--- src/sv/hybrid_branch_predictor_macros.svh ---
// ----------------------------------------------------------------------------
// Hybrid branch predictor assertion macros
// Same-cycle implication and next-cycle checks, empty when SYNTH is defined.
// ----------------------------------------------------------------------------
`ifndef HYBRID_BRANCH_PREDICTOR_MACROS_SVH
`define HYBRID_BRANCH_PREDICTOR_MACROS_SVH

`ifndef SYNTH

// same-cycle implication
`define HBP_ASSERT_IMP(lbl, clk, rst_n, ante, cons) \
    lbl: assert property (@(posedge clk) disable iff (!rst_n) (ante) |-> (cons)) \
        else $error("hbp check failed");

// next-cycle implication
`define HBP_ASSERT_NXT(lbl, clk, rst_n, ante, cons) \
    lbl: assert property (@(posedge clk) disable iff (!rst_n) (ante) |=> (cons)) \
        else $error("hbp check failed");

`else

`define HBP_ASSERT_IMP(lbl, clk, rst_n, ante, cons)
`define HBP_ASSERT_NXT(lbl, clk, rst_n, ante, cons)

`endif

`endif

--- src/sv/hbp_pkg.sv ---
// ----------------------------------------------------------------------------
// Hybrid branch predictor package
// Table sizes, register codes, payload types and counter helpers.
// ----------------------------------------------------------------------------
package hbp_pkg;

    // table geometry
    localparam int MAX_BIMODAL_BITS = 12;
    localparam int MAX_GSHARE_BITS  = 12;
    localparam int MAX_CHOOSER_BITS = 12;
    localparam int COUNT_WIDTH      = 32;

    localparam int CLR_BITS_BG = (MAX_BIMODAL_BITS > MAX_GSHARE_BITS) ?
                                 MAX_BIMODAL_BITS : MAX_GSHARE_BITS;
    localparam int CLR_BITS    = (CLR_BITS_BG > MAX_CHOOSER_BITS) ?
                                 CLR_BITS_BG : MAX_CHOOSER_BITS;

    // clamped bit-count width (holds up to 31)
    localparam int BITS_W = 5;

    localparam logic [BITS_W-1:0] BIM_MAX = BITS_W'(MAX_BIMODAL_BITS);
    localparam logic [BITS_W-1:0] GSH_MAX = BITS_W'(MAX_GSHARE_BITS);
    localparam logic [BITS_W-1:0] CHO_MAX = BITS_W'(MAX_CHOOSER_BITS);

    // 2-bit saturating counters
    localparam int CTR_W = 2;
    localparam logic [CTR_W-1:0] CTR_BIM_INIT = 2'd2;
    localparam logic [CTR_W-1:0] CTR_GSH_INIT = 2'd2;
    localparam logic [CTR_W-1:0] CTR_CHO_INIT = 2'd1;
    localparam logic [CTR_W-1:0] CTR_MAX      = 2'd3;
    localparam logic [CTR_W-1:0] CTR_MIN      = 2'd0;

    // mode codes; any other code runs as hybrid
    localparam logic [1:0] MODE_BIMODAL = 2'd0;
    localparam logic [1:0] MODE_GSHARE  = 2'd1;
    localparam logic [1:0] MODE_HYBRID  = 2'd2;

    // config register indexes
    localparam int CFG_IDX_W = 3;
    localparam int CFG_DAT_W = 4;
    localparam logic [CFG_IDX_W-1:0] CFG_MODE      = 3'd0;
    localparam logic [CFG_IDX_W-1:0] CFG_BIM_BITS  = 3'd1;
    localparam logic [CFG_IDX_W-1:0] CFG_GSH_BITS  = 3'd2;
    localparam logic [CFG_IDX_W-1:0] CFG_HIST_BITS = 3'd3;
    localparam logic [CFG_IDX_W-1:0] CFG_CHO_BITS  = 3'd4;

    // request and response payloads
    typedef struct packed {
        logic [31:0] branch_address;
        logic        taken;
    } t_branch_req;

    typedef struct packed {
        logic        predicted_taken;
        logic        mispredicted;
        logic [31:0] mispredict_total;
    } t_branch_rsp;

    // configuration registers
    typedef struct packed {
        logic [1:0]           mode;
        logic [CFG_DAT_W-1:0] bim_bits;
        logic [CFG_DAT_W-1:0] gsh_bits;
        logic [CFG_DAT_W-1:0] hist_bits;
        logic [CFG_DAT_W-1:0] cho_bits;
    } t_cfg;

    // table indexes of one branch
    typedef struct packed {
        logic [MAX_BIMODAL_BITS-1:0] bim;
        logic [MAX_GSHARE_BITS-1:0]  gsh;
        logic [MAX_CHOOSER_BITS-1:0] cho;
    } t_index;

    // table updates of one branch
    typedef struct packed {
        logic             bim_we;
        logic [CTR_W-1:0] bim_data;
        logic             gsh_we;
        logic [CTR_W-1:0] gsh_data;
        logic             cho_we;
        logic [CTR_W-1:0] cho_data;
    } t_wr;

    // saturating counter step
    function automatic logic [CTR_W-1:0] ctr_train(logic [CTR_W-1:0] ctr, logic up);
        logic [CTR_W-1:0] res;
        if (up) begin
            res = (ctr == CTR_MAX) ? CTR_MAX : ctr + CTR_W'(1);
        end else begin
            res = (ctr == CTR_MIN) ? CTR_MIN : ctr - CTR_W'(1);
        end
        return res;
    endfunction

    // limit a bit count to 1..hi
    function automatic logic [BITS_W-1:0] clamp_bits(logic [BITS_W-1:0] v,
                                                     logic [BITS_W-1:0] hi);
        logic [BITS_W-1:0] res;
        if (v == '0) begin
            res = BITS_W'(1);
        end else if (v > hi) begin
            res = hi;
        end else begin
            res = v;
        end
        return res;
    endfunction

endpackage

--- src/sv/hbp_train.sv ---
// ----------------------------------------------------------------------------
// Hybrid branch predictor training unit
// Prediction, chooser decision and counter updates for one branch.
// ----------------------------------------------------------------------------
module hbp_train
    import hbp_pkg::*;
(
    input  logic [1:0]       i_mode,
    input  logic             i_taken,
    input  logic [CTR_W-1:0] i_bim_ctr,
    input  logic [CTR_W-1:0] i_gsh_ctr,
    input  logic [CTR_W-1:0] i_cho_ctr,
    output logic             o_pred,
    output t_wr              o_wr
);

    logic pred_b;
    logic pred_g;
    logic use_g;
    logic hybrid;
    logic ok_b;
    logic ok_g;

    assign pred_b = i_bim_ctr[1];
    assign pred_g = i_gsh_ctr[1];
    assign ok_b   = (pred_b == i_taken);
    assign ok_g   = (pred_g == i_taken);

    // pick the predictor that is used and trained
    always_comb begin
        case (i_mode)
            MODE_BIMODAL: begin
                hybrid = 1'b0;
                use_g  = 1'b0;
            end
            MODE_GSHARE: begin
                hybrid = 1'b0;
                use_g  = 1'b1;
            end
            default: begin
                hybrid = 1'b1;
                use_g  = i_cho_ctr[1];
            end
        endcase
    end

    assign o_pred = use_g ? pred_g : pred_b;

    // table updates
    always_comb begin
        o_wr.bim_we   = !use_g;
        o_wr.bim_data = ctr_train(i_bim_ctr, i_taken);
        o_wr.gsh_we   = use_g;
        o_wr.gsh_data = ctr_train(i_gsh_ctr, i_taken);
        // chooser leans toward whichever predictor alone was right
        o_wr.cho_we   = hybrid && (ok_g != ok_b);
        o_wr.cho_data = ctr_train(i_cho_ctr, ok_g);
    end

endmodule

--- config.mk ---
export PLATFORM = sky130hd
export DESIGN_NAME = hbp_train
export DESIGN_NICKNAME = d
export VERILOG_FILES = /design/src/sv/hybrid_branch_predictor_macros.svh /design/src/sv/hbp_pkg.sv /design/src/sv/hbp_train.sv
export SDC_FILE = /design/constraint.sdc
export NUM_CORES = 1
export LEC_CHECK = 0
export BUFFER_PORTS_ARGS = -buffer_cell sky130_fd_sc_hd__buf_4
export CAP_MARGIN = 20
export CORE_AREA = 8 8 45 47
export DETAILED_ROUTE_END_ITERATION = 6
export DIE_AREA = 0 0 53 55
export GPL_TIMING_DRIVEN = 0
export SETUP_SLACK_MARGIN = 0.5
export SLEW_MARGIN = 15
export SYNTH_ARGS = -nofsm -noshare
export SYNTH_HDL_FRONTEND = slang
export SYNTH_SLANG_ARGS = --single-unit
--- constraint.sdc ---
create_clock -name vclk -period 0.8
set_input_delay 0.08 -clock vclk [all_inputs]
set_output_delay 0.08 -clock vclk [all_outputs]
set_load 0.005 [all_outputs]
==> results.yml <==
sta:
  relSlewSlack_pct: 89.7
  tightest_slew_ns: 0.151
  fin_crit_ns: 0.895
  final.period_utilization_pct: 112
  maxSlewViolCount: 0
  finalSetupTns_ns: -0.149
  final.setup.worst_slack_ns: -0.0947
  rsz0062_at_grt: "true"
  setup_viol: 2
  hold_viol: 0
  fmax_mhz: 1120
yosys:
  synth.distinct_cells: 13
  synth_top_area_share_pct: 28.1
  syn_nets: 28
  yosysSeqAreaShare_pct: 0
  yosysTopAreaCell: "maj3_1"
  synth_compound_area_share_pct: 7.02
  synth_warnings: 0
  synthesis.instances: 19
  syn_area_per_cell_um2: 7.51
  synthTopCellsByArea: "maj3_1, xor2_1, mux2_4, mux2i_2, inv_1"
  synth_xor_area_share_pct: 12.3
  syn_area_um2: 143
  synth_top_family_by_area: "adder cells"
  synth_fa_ha_area_share_pct: 28.1
  synthSimpleGateAreaFrac_pct: 19.3
  synth.area.mux_share_pct: 20.2
global_routing:
  globalRouteMet2Util_pct: 6.05
  grt-busiest-layer: "met2"
  grt_max_degree: 6
  grt_use_met3_pct: 0.802
  use_met1_pct: 3.64
  gr-usage-all-layers_pct: 3.17
  antenna_found_initial: 0
  grt_remaining_overflow: 0
  grt_pass1_vias: 196
  grt_pass1_wl_um: 772
pwr:
  power_leakage_nw: 0.200
  powerDensity_nw_per_um2: 625
  irDropWorstVdd_mv: 0.193
worst_setup_path:
  critPathKind: "in -> out"
  timing.critical_path.max_delay_family: "multiplexers"
  path_cells: "buf_8 -> mux2i_4 -> mux2_4 -> buf_6"
  end_kind: "output pin"
  path_max_fanout: 2
  arrival_ns: 0.81
  worst_path_largest_cell_delay_ns: 0.32
  cp-start-kind: "primary input"
  worst_ep_required_time_ns: 0.72
  crit_slowest_cell: "mux2_4"
  cp.buffers_inverters: 2
floorplanning:
  dieArea_um2: 2920
  core_um2: 1380
  num_rows: 14
  start_util_pct: 10.3
  boundaryPins: 19
  fp.dieW_um: 53
  fp.dieH_um: 55
detailed_routing:
  post_drt_wl_per_cell_um: 9.87
  drt.antenna.violating_nets: 0
  drtPass1Iterations: 1
  initialDrtViolationCount: 0
  route.detailed.drc: 0
  viasPerCell: 3.55
  wirelength_um: 543
  vias: 195
cells_and_area:
  n_clock_buffer: 0
  fin_cells: 55
  drive_above_1_share_pct: 84.6
  area_delta_synth_final_pct: 214
  final_nets: 50
  regArea_um2: 0
  seq_cell_count: 0
  antenna_cells: 0
placement:
  portBuffers: 19
  gp_congestion: 0.627
  placed_cells: 54
run_status:
  outcome: "finished, violations left"
  violations: "negative setup slack"
worst_hold_path:
  hp-class: "in -> out"
run:
  max-cap-violations: 0
## power breakdown
part,leakage [nW],internal [W],switching [W]
Combinational,0.200,0.000187,0.0000924
Sequential,0,0,0
Clock,0,0,0
Total,0.200,0.000187,0.0000924
## cell usage after synthesis
master	count
a21oi_1	1
and2_2	1
buf_4	1
inv_1	3
maj3_1	4
mux2_4	1
mux2i_2	1
nand2_1	1
nand2b_1	1
nor2_1	1
nor2b_1	1
o21ai_0	1
xor2_1	2
## timing repair
| item | 4_1_cts | 5_1_grt |
|---|---|---|
| endpoints found under the setup margin | 10 | 10 |
| pin swaps | 6 | 1 |
| hold buffers | 0 | 0 |
| gates resized for setup | 18 | 5 |
| setup buffers | 1 | 0 |
## per-stage QoR
| stage | hold slack (ns) | area (µm²) | setup WS (ns) | util, % | power (W) |
|---|---|---|---|---|---|
| 4_1_cts | 0.449 | 423 | -0.103 | 30.6 | 0.000271 |
| 6_report | 0.446 | 448 | -0.0947 | 32.4 | 0.000280 |
| 3_5_place_dp | 0.455 | 348 | -0.169 | 25.1 | 0.000224 |
| 5_1_grt | 0.456 | 448 | -0.120 | 32.4 | 0.000297 |
| 3_3_place_gp | 0.453 | 348 | -0.158 | 25.1 | 0.000221 |
| 2_1_floorplan | 0.210 | 185 | 0.0941 | - | 0.0000885 |
## final timing paths
path / cells past startpoint / end / from / slack (ns)
hold / removal: 3 / o_wr[2] / i_mode[1] / 0.45
setup / recovery: 4 / o_pred / i_mode[1] / -0.09
## layout make-up
class | instances | area (µm²)
Buffer | 1 | 11.3
Fill cell | 158 | 936
Timing Repair Buffer | 20 | 228
Inverter | 3 | 23.8
Multi-Input combinational cell | 15 | 165
Tap cell | 16 | 20.0
## layout by cell type (no fill, tap or decap), types with 2 or more instances in the layout
master	n
buf_12	2
buf_4	8
buf_6	7
buf_8	4
maj3_2	4
## metal layers
| layer | wire, µm | vias to the layer above |
|---|---|---|
| met4 | 0 | 0 |
| met2 | 318 | 8 |
| met1 | 172 | 86 |
| met3 | 53 | 0 |
| met5 | 0 | - |
| li1 | - | 101 |
## kinds of logic (layout without fill, tap and decap cells)
kind of cell    after synthesis  in the layout
mux                           2              2
compound gates                2              2
simple gates                  5              5
fa+ha+maj                     4              4
xor+xnor                      2              2
buf+inv                       4             24
Note: power is estimated with default switching activity, not from simulation.
