### config.mk
export PLATFORM = sky130hd
export DESIGN_NAME = hbp_index
export DESIGN_NICKNAME = d
export VERILOG_FILES = /design/src/sv/hybrid_branch_predictor_macros.svh /design/src/sv/hbp_pkg.sv /design/src/sv/hbp_index.sv
export SDC_FILE = /design/constraint.sdc
export NUM_CORES = 1
export LEC_CHECK = 0
export BUFFER_PORTS_ARGS = -buffer_cell sky130_fd_sc_hd__clkbuf_2
export CAP_MARGIN = 10
export CORE_MARGIN = 4
export CORE_UTILIZATION = 49
export DETAILED_ROUTE_END_ITERATION = 16
export PLACE_DENSITY = 0.88
export SLEW_MARGIN = 5
export SYNTH_ARGS = -nofsm -noshare
export SYNTH_HDL_FRONTEND = slang
export SYNTH_SLANG_ARGS = --single-unit
### constraint.sdc
create_clock -name vclk -period 4.28
set_clock_uncertainty 0.1 [all_clocks]
set_input_delay 0 -clock vclk [all_inputs]
set_output_delay 0 -clock vclk [all_outputs]
set_load 0.005 [all_outputs]
### src/sv/hybrid_branch_predictor_macros.svh
// ----------------------------------------------------------------------------
// Hybrid branch predictor assertion macros
// Same-cycle implication and next-cycle checks, empty when SYNTH is defined.
// ----------------------------------------------------------------------------
`ifndef HYBRID_BRANCH_PREDICTOR_MACROS_SVH
`define HYBRID_BRANCH_PREDICTOR_MACROS_SVH

`ifndef SYNTH

// same-cycle implication
`define HBP_ASSERT_IMP(lbl, clk, rst_n, ante, cons) \
    lbl: assert property (@(posedge clk) disable iff (!rst_n) (ante) |-> (cons)) \
        else $error("hbp check failed");

// next-cycle implication
`define HBP_ASSERT_NXT(lbl, clk, rst_n, ante, cons) \
    lbl: assert property (@(posedge clk) disable iff (!rst_n) (ante) |=> (cons)) \
        else $error("hbp check failed");

`else

`define HBP_ASSERT_IMP(lbl, clk, rst_n, ante, cons)
`define HBP_ASSERT_NXT(lbl, clk, rst_n, ante, cons)

`endif

`endif

### src/sv/hbp_pkg.sv
// ----------------------------------------------------------------------------
// Hybrid branch predictor package
// Table sizes, register codes, payload types and counter helpers.
// ----------------------------------------------------------------------------
package hbp_pkg;

    // table geometry
    localparam int MAX_BIMODAL_BITS = 12;
    localparam int MAX_GSHARE_BITS  = 12;
    localparam int MAX_CHOOSER_BITS = 12;
    localparam int COUNT_WIDTH      = 32;

    localparam int CLR_BITS_BG = (MAX_BIMODAL_BITS > MAX_GSHARE_BITS) ?
                                 MAX_BIMODAL_BITS : MAX_GSHARE_BITS;
    localparam int CLR_BITS    = (CLR_BITS_BG > MAX_CHOOSER_BITS) ?
                                 CLR_BITS_BG : MAX_CHOOSER_BITS;

    // clamped bit-count width (holds up to 31)
    localparam int BITS_W = 5;

    localparam logic [BITS_W-1:0] BIM_MAX = BITS_W'(MAX_BIMODAL_BITS);
    localparam logic [BITS_W-1:0] GSH_MAX = BITS_W'(MAX_GSHARE_BITS);
    localparam logic [BITS_W-1:0] CHO_MAX = BITS_W'(MAX_CHOOSER_BITS);

    // 2-bit saturating counters
    localparam int CTR_W = 2;
    localparam logic [CTR_W-1:0] CTR_BIM_INIT = 2'd2;
    localparam logic [CTR_W-1:0] CTR_GSH_INIT = 2'd2;
    localparam logic [CTR_W-1:0] CTR_CHO_INIT = 2'd1;
    localparam logic [CTR_W-1:0] CTR_MAX      = 2'd3;
    localparam logic [CTR_W-1:0] CTR_MIN      = 2'd0;

    // mode codes; any other code runs as hybrid
    localparam logic [1:0] MODE_BIMODAL = 2'd0;
    localparam logic [1:0] MODE_GSHARE  = 2'd1;
    localparam logic [1:0] MODE_HYBRID  = 2'd2;

    // config register indexes
    localparam int CFG_IDX_W = 3;
    localparam int CFG_DAT_W = 4;
    localparam logic [CFG_IDX_W-1:0] CFG_MODE      = 3'd0;
    localparam logic [CFG_IDX_W-1:0] CFG_BIM_BITS  = 3'd1;
    localparam logic [CFG_IDX_W-1:0] CFG_GSH_BITS  = 3'd2;
    localparam logic [CFG_IDX_W-1:0] CFG_HIST_BITS = 3'd3;
    localparam logic [CFG_IDX_W-1:0] CFG_CHO_BITS  = 3'd4;

    // request and response payloads
    typedef struct packed {
        logic [31:0] branch_address;
        logic        taken;
    } t_branch_req;

    typedef struct packed {
        logic        predicted_taken;
        logic        mispredicted;
        logic [31:0] mispredict_total;
    } t_branch_rsp;

    // configuration registers
    typedef struct packed {
        logic [1:0]           mode;
        logic [CFG_DAT_W-1:0] bim_bits;
        logic [CFG_DAT_W-1:0] gsh_bits;
        logic [CFG_DAT_W-1:0] hist_bits;
        logic [CFG_DAT_W-1:0] cho_bits;
    } t_cfg;

    // table indexes of one branch
    typedef struct packed {
        logic [MAX_BIMODAL_BITS-1:0] bim;
        logic [MAX_GSHARE_BITS-1:0]  gsh;
        logic [MAX_CHOOSER_BITS-1:0] cho;
    } t_index;

    // table updates of one branch
    typedef struct packed {
        logic             bim_we;
        logic [CTR_W-1:0] bim_data;
        logic             gsh_we;
        logic [CTR_W-1:0] gsh_data;
        logic             cho_we;
        logic [CTR_W-1:0] cho_data;
    } t_wr;

    // saturating counter step
    function automatic logic [CTR_W-1:0] ctr_train(logic [CTR_W-1:0] ctr, logic up);
        logic [CTR_W-1:0] res;
        if (up) begin
            res = (ctr == CTR_MAX) ? CTR_MAX : ctr + CTR_W'(1);
        end else begin
            res = (ctr == CTR_MIN) ? CTR_MIN : ctr - CTR_W'(1);
        end
        return res;
    endfunction

    // limit a bit count to 1..hi
    function automatic logic [BITS_W-1:0] clamp_bits(logic [BITS_W-1:0] v,
                                                     logic [BITS_W-1:0] hi);
        logic [BITS_W-1:0] res;
        if (v == '0) begin
            res = BITS_W'(1);
        end else if (v > hi) begin
            res = hi;
        end else begin
            res = v;
        end
        return res;
    endfunction

endpackage

### src/sv/hbp_index.sv
// ----------------------------------------------------------------------------
// Hybrid branch predictor index unit
// Table indexes and next global history for an incoming branch.
// ----------------------------------------------------------------------------
module hbp_index
    import hbp_pkg::*;
(
    input  t_branch_req                 i_req,
    input  t_cfg                        i_cfg,
    input  logic [MAX_GSHARE_BITS-1:0]  i_hist,
    output t_index                      o_idx,
    output logic [MAX_GSHARE_BITS-1:0]  o_hist_next,
    output logic                        o_hist_shift
);

    logic [29:0]                 pc;
    logic [BITS_W-1:0]           b_bits;
    logic [BITS_W-1:0]           m_bits;
    logic [BITS_W-1:0]           n_bits;
    logic [BITS_W-1:0]           c_bits;
    logic [MAX_BIMODAL_BITS-1:0] bim_mask;
    logic [MAX_GSHARE_BITS-1:0]  gsh_mask;
    logic [MAX_GSHARE_BITS-1:0]  hist_mask;
    logic [MAX_CHOOSER_BITS-1:0] cho_mask;
    logic [MAX_GSHARE_BITS-1:0]  hist_use;

    assign pc = i_req.branch_address[31:2];

    // effective bit counts
    always_comb begin
        b_bits = clamp_bits({1'b0, i_cfg.bim_bits}, BIM_MAX);
        m_bits = clamp_bits({1'b0, i_cfg.gsh_bits}, GSH_MAX);
        n_bits = clamp_bits({1'b0, i_cfg.hist_bits}, m_bits);
        c_bits = clamp_bits({1'b0, i_cfg.cho_bits}, CHO_MAX);
    end

    // low-bit masks
    always_comb begin
        bim_mask  = ~({MAX_BIMODAL_BITS{1'b1}} << b_bits);
        gsh_mask  = ~({MAX_GSHARE_BITS{1'b1}} << m_bits);
        hist_mask = ~({MAX_GSHARE_BITS{1'b1}} << n_bits);
        cho_mask  = ~({MAX_CHOOSER_BITS{1'b1}} << c_bits);
    end

    // history aligned to the top of the gshare index
    assign hist_use = i_hist & hist_mask;

    always_comb begin
        o_idx.bim = pc[MAX_BIMODAL_BITS-1:0] & bim_mask;
        o_idx.gsh = (pc[MAX_GSHARE_BITS-1:0] ^ (hist_use << (m_bits - n_bits))) & gsh_mask;
        o_idx.cho = pc[MAX_CHOOSER_BITS-1:0] & cho_mask;
    end

    // outcome enters at the top history bit
    always_comb begin
        o_hist_next  = ((hist_use >> 1)
                       | (MAX_GSHARE_BITS'(i_req.taken) << (n_bits - BITS_W'(1))))
                       & hist_mask;
        o_hist_shift = (i_cfg.mode != MODE_BIMODAL);
    end

endmodule

==> results_dict.tcl <==
set metrics [dict create \
    grt_pass1_vias 2967 \
    ant_nets 0 \
    min_period_ps 4110 \
    track_usage 0.307 \
    crit_arrival_ps 4010 \
    slew-limit-headroom 0.482 \
    drt-total-wl_mm 9.19 \
    die_y_um 75.5 \
    peakVddDrop_uv 130 \
    dp_hpwl_mm 7.52 \
    num_antenna_cells 0 \
    synth_fp_nets 415 \
    synthAdderAreaFrac 0.0706 \
    nets 529 \
    nFillCells 374 \
    power_density_nw_per_um2 252 \
    initial_utilization 0.509 \
    synth_compound_area_frac 0.463 \
    drtPass1Iterations 6 \
    ios 112 \
    avgSynthCellArea_um2 6.57 \
    hold_path.class "primary input to output port" \
    grt_max_degree 21 \
    multi_input_area_um2 2070 \
    synth_mux_area_frac 0.0151 \
    drtIter0Drc 390 \
    max_freq_mhz 243 \
    dpl_worst_slack_ps 174 \
    grt_pass1_wl_mm 14.1 \
    crit_path_start_kind "primary input" \
    fin_crit_sh 0.961 \
    worst_slew_pin_slew_ps 771 \
    fp.dieArea_um2 5700 \
    end_kind "output port" \
    die_w_um 75.5 \
    maxCapViolations 0 \
    rows 24 \
    cts.hold.buffers_added 0 \
    drive_gt1_frac 0.372 \
    cts_setup_buffers 0 \
    viasPerCell 6.69 \
    synth_xor_area_frac 0.0308 \
    fin_tns_setup_ps 0 \
    drc 0 \
    via_count 3372 \
    crit_required_ps 4180 \
    ys_warn_count 0 \
    critical_path_class "primary input to output port" \
    port_buffers 92 \
    ys_types 71 \
    synthCells 340 \
    p_leak_nw 1.36 \
    status "finished clean" \
    wl_per_cell_um 18.2 \
    rsz0062_at_grt "no" \
    flops_and_latches 0 \
    worst_slack_ps 166 \
    synth_top_family_by_area "compound AO/OA/AOI/OAI gates" \
    hold_slack_ps 109 \
    setup-violations-final 0 \
    slew_viol_final 0 \
    cp_max_fo 9 \
    syn_area_um2 2230 \
    design.core.area_um2 4380 \
    synth.yosys.seq_area_share 0 \
    yosys.area_share.simple 0.334 \
    gp_congestion 0.996 \
    syn2layout_area_growth_pct 35.6 \
    clock_buffers 0 \
    antenna_found_initial 0 \
    seq_area_um2 0 \
    grt_overflow 0 \
    hold_viol 0 \
]
per-layer routing:
metal,track usage,wire length (µm),vias to the layer above
li1,-,-,1565
met1,0.413,3730,1548
met2,0.507,4340,223
met3,0.0383,855,36
met4,0.103,271,0
met5,0,0,-
synthesized netlist by cell type, drive strengths merged (9+ instances only):
library cell / count / area share
nand2: 28 / 0.047
nand3: 15 / 0.036
nor2b: 10 / 0.028
clkbuf: 19 / 0.032
nor3: 20 / 0.049
o211ai: 11 / 0.043
a31oi: 9 / 0.025
a21oi: 28 / 0.066
o21a: 10 / 0.034
o21ai: 21 / 0.055
inv: 19 / 0.032
nor2: 20 / 0.034
ha: 11 / 0.062
repair_timing:
action / CTS / global route
endpoints found under the hold margin: 0 / 0
gates resized for setup: 0 / 10
setup endpoints to repair: 0 / 8
report_power, final:
group          internal [mW]  total, mW  switching (mW)
Clock                      0          0               0
Combinational          0.309      0.764           0.455
Sequential                 0          0               0
Total                  0.309      0.764           0.455
per-stage QoR:
step | std cells | util | power (mW) | cell area (µm²)
after floorplan | 340 | - | 0.435 | 2230
after global placement | 504 | 0.683 | 0.714 | 3000
after detailed placement | 504 | 0.683 | 0.727 | 3000
after CTS | 504 | 0.683 | 0.730 | 3000
after global routing | 504 | 0.691 | 0.821 | 3030
final | 504 | 0.691 | 0.764 | 3030
cells in the final DEF (no fill, tap or decap), types with 5 or more instances in the layout:
cell / synthesis / layout
nor2b_1: 10 / 10
nand4_1: 6 / 6
nor4_1: 8 / 7
o21a_1: 10 / 10
o211ai_1: 10 / 10
xnor2_1: 5 / 5
nor3_1: 18 / 18
ha_1: 11 / 11
o21ai_0: 17 / 14
a31oi_1: 9 / 9
and2_1: 7 / 6
nor2_1: 20 / 20
clkbuf_2: 0 / 92
a21oi_1: 26 / 23
a21oi_2: 2 / 5
and3_1: 6 / 6
nand2_1: 28 / 28
nand3_1: 14 / 14
buf_4: 0 / 44
o31a_1: 5 / 5
inv_1: 17 / 17
o2111ai_1: 5 / 5
a211oi_1: 7 / 7
worst max-delay path, cell delays in order:
cell,delay [ps]
clkbuf_2,160
nand2_1,130
buf_4,140
nand2_1,80
ha_1,310
nand4b_1,220
o211ai_4,170
buf_12,160
nand4_4,120
and2_2,290
fa_1,460
buf_4,160
xnor2_1,220
buf_4,190
nor3_1,50
o211ai_1,90
o311ai_0,270
or4b_1,540
nand3_1,100
clkbuf_2,120
path summary, 6_finish.rpt:
| kind | depth (start not counted) | slack, ps | startpoint | endpoint |
|---|---|---|---|---|
| min | 2 | 110 | i_req[3] | o_idx[24] |
| max | 20 | 170 | i_cfg[10] | o_idx[23] |
cells by family (layout without fill, tap and decap cells):
logic type,count (synthesis),in the layout
compound gates,137,137
mux,3,3
simple gates,135,135
fa+ha+maj,12,12
buf+inv,46,158
xor+xnor,7,7
final cells by class:
type                       instances  area share
tap                               52      0.0215
inverter                          21      0.0260
multi-input combinational        294       0.685
timing repair buffer             137       0.268
No activity file was read; power rests on OpenSTA's default activity.
